--- src/rtl/core/hlik_pkg.sv ---
// shared constants and types of the hexapod leg inverse kinematics block
package hlik_pkg;

    localparam int LEG_COUNT   = 6;
    localparam int LEG_W       = $clog2(LEG_COUNT);
    localparam int ROW_COUNT   = LEG_COUNT * 2;
    localparam int ROW_W       = $clog2(ROW_COUNT);
    localparam int ANCHOR_W    = 96;
    localparam int QUEUE_DEPTH = 2;
    localparam int QPTR_W      = $clog2(QUEUE_DEPTH);
    localparam int QCNT_W      = $clog2(QUEUE_DEPTH + 1);

    typedef enum logic [0:0] {
        MODE_WRITE = 1'b0,
        MODE_POSE  = 1'b1
    } mode_t;

    typedef struct packed {
        logic               is_pose;
        logic [ROW_W-1:0]   row;
        logic signed [31:0] px;
        logic signed [31:0] py;
        logic signed [31:0] pz;
        logic signed [31:0] qw;
        logic signed [31:0] qx;
        logic signed [31:0] qy;
        logic signed [31:0] qz;
    } hlik_cmd_t;

endpackage

--- src/rtl/core/hlik_queue.sv ---
// short command queue between front and back
module hlik_queue (
    input  logic                aclk,
    input  logic                aresetn,
    input  logic                push,
    input  hlik_pkg::hlik_cmd_t push_cmd,
    input  logic                pop,
    output logic                full,
    output logic                empty,
    output hlik_pkg::hlik_cmd_t head
);

    hlik_pkg::hlik_cmd_t              entry_reg [hlik_pkg::QUEUE_DEPTH];
    logic [hlik_pkg::QPTR_W-1:0]      wr_ptr_reg;
    logic [hlik_pkg::QPTR_W-1:0]      rd_ptr_reg;
    logic [hlik_pkg::QCNT_W-1:0]      count_reg;
    logic                             do_push;
    logic                             do_pop;

    assign full    = (count_reg == hlik_pkg::QCNT_W'(hlik_pkg::QUEUE_DEPTH));
    assign empty   = (count_reg == '0);
    assign do_push = push && !full;
    assign do_pop  = pop && !empty;
    assign head    = entry_reg[rd_ptr_reg];

    function automatic logic [hlik_pkg::QPTR_W-1:0] bump(input logic [hlik_pkg::QPTR_W-1:0] p);
        return (p == hlik_pkg::QPTR_W'(hlik_pkg::QUEUE_DEPTH - 1)) ? '0 : p + 1'b1;
    endfunction

    always_ff @(posedge aclk) begin
        if (!aresetn) begin
            wr_ptr_reg <= '0;
            rd_ptr_reg <= '0;
            count_reg  <= '0;
        end else begin
            if (do_push) begin
                wr_ptr_reg <= bump(wr_ptr_reg);
            end
            if (do_pop) begin
                rd_ptr_reg <= bump(rd_ptr_reg);
            end
            if (do_push && !do_pop) begin
                count_reg <= count_reg + 1'b1;
            end else if (do_pop && !do_push) begin
                count_reg <= count_reg - 1'b1;
            end
        end
    end

    always_ff @(posedge aclk) begin
        if (do_push) begin
            entry_reg[wr_ptr_reg] <= push_cmd;
        end
    end

endmodule

--- config.mk ---
export PLATFORM = sky130hd
export DESIGN_NAME = hlik_queue
export DESIGN_NICKNAME = d
export VERILOG_FILES = /design/src/rtl/core/hlik_pkg.sv /design/src/rtl/core/hlik_queue.sv
export SDC_FILE = /design/constraint.sdc
export NUM_CORES = 1
export LEC_CHECK = 0
export ABC_AREA = 1
export BUFFER_PORTS_ARGS = -buffer_cell sky130_fd_sc_hd__buf_2
export CORE_ASPECT_RATIO = 0.75
export CORE_UTILIZATION = 55
export CTS_CLUSTER_DIAMETER = 60
export CTS_CLUSTER_SIZE = 12
export DETAILED_ROUTE_END_ITERATION = 10
export GPL_ROUTABILITY_DRIVEN = 1
export PLACE_DENSITY = 0.83
export REMOVE_ABC_BUFFERS = 1
export SYNTH_ARGS = -nofsm -noshare
export SYNTH_HDL_FRONTEND = slang
export SYNTH_SLANG_ARGS = --single-unit
--- constraint.sdc ---
create_clock -name aclk -period 23.1 [get_ports aclk]
set_clock_uncertainty 0.2 [all_clocks]
set_input_delay 2.31 -clock aclk [delete_from_list [all_inputs] [get_ports aclk]]
set_output_delay 2.31 -clock aclk [all_outputs]
set_load 0.02 [all_outputs]
# Word-level counts from Yosys, hierarchy flattened
# Memory sizes are Yosys's and may differ from the RTL's. A register that Yosys moved wholly into a read port is not among the register bits.
# Cells that the tools add are included.
[totals] regBits=4 mem_bits_rw=458 input_bits=233 output_inout_bits=231 memories=1
[op_classes] add_sub_neg=4 eq_ne=1 n_mux=8 n_reduce_logical=10
[mem_list] name="entry_reg" words=2 word_bits=229 rd=1 rd_clocked_by_memory_dff=1 wr=1 line_no="hlik_queue.sv:13" rtl="hlik_pkg::hlik_cmd_t entry_reg [hlik_pkg::QUEUE_DEPTH];"
[ops] cell="2-to-1 mux 1 bit" count=6
[ops] cell="logical AND 1 bit" count=4
[ops] cell="zero test 1 bit" count=4
[ops] cell="2-to-1 mux 2 bit" count=2
[ops] cell="adder 1 bit (second input constant)" count=2
[ops] cell="adder 2 x 1 -> 2 bit (second input constant)" count=1
[ops] cell="equality test 2 bit (second input constant)" count=1
[ops] cell="zero test 2 bit" count=1
[ops] cell="nonzero test 2 bit" count=1
[ops] cell="subtractor 2 x 1 -> 2 bit (second input constant)" count=1

# Depth between registers and ports, before layout
[depth] ltp_word=7 mapped_depth=10 depth_no_buf=10

# Worst setup path after synthesis
# Ideal clock, no wire load.
[synth_timing] kind="in2reg" start="input push" end="memory entry_reg[0][0] (netlist name) (enable)" setup_time_ps=824 t_arrival_ps=11952 setup_slack_ps=10124 cell_stages=2 cell_sequence="o21ai_0 nor2_1"
[synth_via] elab_chain_len=3
[synth_rtl] item="start: declaration" line_no="hlik_queue.sv:5" rtl="input logic push,"
[synth_rtl] item="logical AND 1 bit" line_no="hlik_queue.sv:22" rtl="assign do_push = push && !full;"
[synth_rtl] item="2-to-1 mux 1 bit" line_no="hlik_queue.sv:51" rtl="if (do_push) begin"
[synth_rtl] item="2-to-1 mux 1 bit (implied by the code)" line_no="hlik_queue.sv:52" rtl="entry_reg[wr_ptr_reg] <= push_cmd;"
[synth_rtl] item="end: declaration" line_no="hlik_queue.sv:13"
# No other way between the ends.

==> results.md <==
* Core Region at 30100 sq um
* Switching share of power at 29.2%
* Synth Area in Compound Gates at less than 1%
* WS Path Type: reg -> out
* Mux share of post-synthesis cell area at 15.3%
* # DRC at 0
* Status: complete, no violations
* Multi-input logic area at 2700 sq um
* Synth warn at 0
* Worst-Margin Slew at 1.02 ns
* Post-CTS setup buffers at 0
* CTS root buf: clkbuf_16
* Worst min path class: reg -> reg
* Post-Synth Adder-Cell Area at 0.0743%
* Die W at 204 um
* First-pass GRT wire length at 52.6 mm
* Comb pwr share at 25.0%
* Vias in the first global route at a little over 9k
* Final instance area at 20700 sq um
* Largest family of logic cells by synthesized area: multiplexers
* Slew HR at 32.0%
* Clock share of power at 28.0%
* Fin. max-slew vios at 0
* CTS tree: built
* Max reg flops at 458
* Post-route worst setup slack at between 15 and 20 ns
* Mapped Cells at 750
* Die area at 31300 sq um
* Pre-antenna DRT Iters at 4
* Crit path required time at 20.59 ns
* Peak supply drop at 0.0756 mV
* RSZ-0062 raised after global routing: false
* Psw at 0.681 mW
* Drt via density at 5.32
* Clock sinks at 463
* Fmax at roughly 0.17 GHz
* Dpl cell area at 19500 sq um
* GRT Total Usage at a little under a quarter
* Setup tns final at 0 ns
* Mapped Area at 16800 sq um
* CP endpoint kind: output port
* Post-synthesis cell type count at 14
* Dpl ws at ~17 ns
* Clock Tree Buf Depth at 3
* Syn-to-layout area delta at 23.2%
* CP Max Fanout at 70
* Met3 GRT Util at 7.91%
* Sequential share of power at 47.0%
* Critical Path AT at about 3.6 ns
* Startpoint types: flop
* DP Wirelength at 24.4 mm
* Largest net degree at the start of global routing at 77
* Leak at 7.73 nW
* H-tree Lvls at 2
* RD Place Congestion at 0.795
* MaxCap Viol Count at 0
* I/O pin total at 464
* Die Ht at 154 um
* Vias after detailed routing at ~8.8k
* Final ANT Viol Nets at 0
* Sequential-to-total area share from yosys stat at 82.2%
* Final Hold Vio Count at 0
* Initial antenna violation count at 6
* Post-cts resize count at 0
* Clock transition at path regs at 0.06 ns
* PortBufs at around 460
* Proportion of layout cells with a drive suffix above 1 at 60.2%
* DR iter-0 viols at 506
* Synth Register Bits at about 460
* Total Wirelength at approximately 37 mm
* Hold WS at 0.322 ns
* Post-layout minimum cycle time at 6.06 ns
* Pwr per Cell Area at 112 nW/um^2
* Post-CTS Hold Buffers at 0
* Grt met1 use at 25.7%
* DP Cell Count at 1596
* Clk Latency, worst-skew pair at 0.53 ns
* Final #Nets at 1478
* Wirelength per Cell at about 22 um
* Post-route clock period utilization at a little over a quarter
* Total Power at 2.33 mW
* Post-synthesis xor/xnor area fraction at 0%
* Internal power at 1.65 mW
* Starting density of the core at between 50 and 60%
* Non-Filler Instances at 1659
* GR peak layer: met2
* Register Area at 13900 sq um
* GRT met2 Usage at 39.5%
* Synth Area in Simple Gates at 0.446%
* Grt ovf at 0
* Final Core Density at 68.8%
* Syn_area_per_cell at between 20 and 25 sq um
* Fillers at 1933
* Final setup fails at 0
* Number of placement rows at between 50 and 60
* CTS buffer count at 45
-- worst max-delay path, cell delays in order (launching register included) --
cell and delay [ns]:
dfxtp_4 0.65, buf_4 0.81, buf_4 0.82, mux2_2 0.42, buf_2 0.16
-- cells in the final DEF (no fill, tap or decap) --
cell / netlist / layout
buf_2: 1 / 463
edfxtp_1: 458 / 458
mux2_2: 229 / 229
clkbuf_16: 0 / 47
inv_1: 9 / 9
nor2_1: 11 / 9
buf_4: 1 / 9
clkbuf_1: 0 / 7
nand2_1: 6 / 6
diode_2: 0 / 5
dfxtp_1: 5 / 4
o21ai_0: 3 / 3
nor2_4: 0 / 2
inv_6: 0 / 2
a21oi_1: 1 / 1
nand3_1: 1 / 1
nand4_1: 1 / 1
ha_1: 1 / 1
dfxtp_4: 0 / 1
clkinv_4: 0 / 1
bufinv_16: 0 / 1
-- synth_stat cells --
library cell,count,share of area [%]
edfxtp_1,458,82
mux2_2,229,15
buf_6,23,1.5
nor2_1,11,0.25
inv_1,9,0.20
nand2_1,6,0.13
dfxtp_1,5,0.59
o21ai_0,3,0.089
a21oi_1,1,0.030
buf_2,1,0.030
buf_4,1,0.045
ha_1,1,0.074
nand3_1,1,0.030
nand4_1,1,0.037
-- layer usage --
| metal | vias up | share of wire, % |
|---|---|---|
| met1 | 4371 | 36 |
| met3 | 68 | 9.8 |
| met5 | - | 0.074 |
| met2 | 410 | 51 |
| met4 | 4 | 2.5 |
| li1 | 3968 | - |
-- power by group through the flow --
stage	registers, mW	logic (mW)	clock network (mW)
6_report	1.10	0.584	0.652
5_1_grt	1.11	0.616	0.697
4_1_cts	1.10	0.589	0.667
3_5_place_dp	1.11	0.583	0
3_3_place_gp	1.11	0.575	0
2_1_floorplan	1.17	0.379	0
-- cell families after synthesis --
kind of cell | count (synthesis)
mux | 229
simple gates | 19
compound gates | 4
fa+ha+maj | 1
buf+inv | 34
flops | 463
-- cell type report --
class                      instances  share of cell area (%)
sequential                       463                    66.8
multi-input combinational        253                    13.0
timing repair buffer             472                    11.5
clock buffer                      54                    5.80
tap                              399                    2.41
clock inverter                     4                   0.271
inverter                           9                   0.163
antenna                            5                  0.0603
-- path summary, 6_finish.rpt --
kind	start	endpoint	cells after the start	slack (ns)
worst max-delay path	flop	head[192]	4	17.04
worst max register to register	count_reg[0]$_SDFFE_PN0P_	entry_reg[0][117]$_DFFE_PP_	4	19.17
worst min register to register	rd_ptr_reg$_SDFFE_PN0P_	flop	2	0.32
worst min-delay path	rd_ptr_reg$_SDFFE_PN0P_	flop	2	0.32
Note: power is estimated with default switching activity, not from simulation.
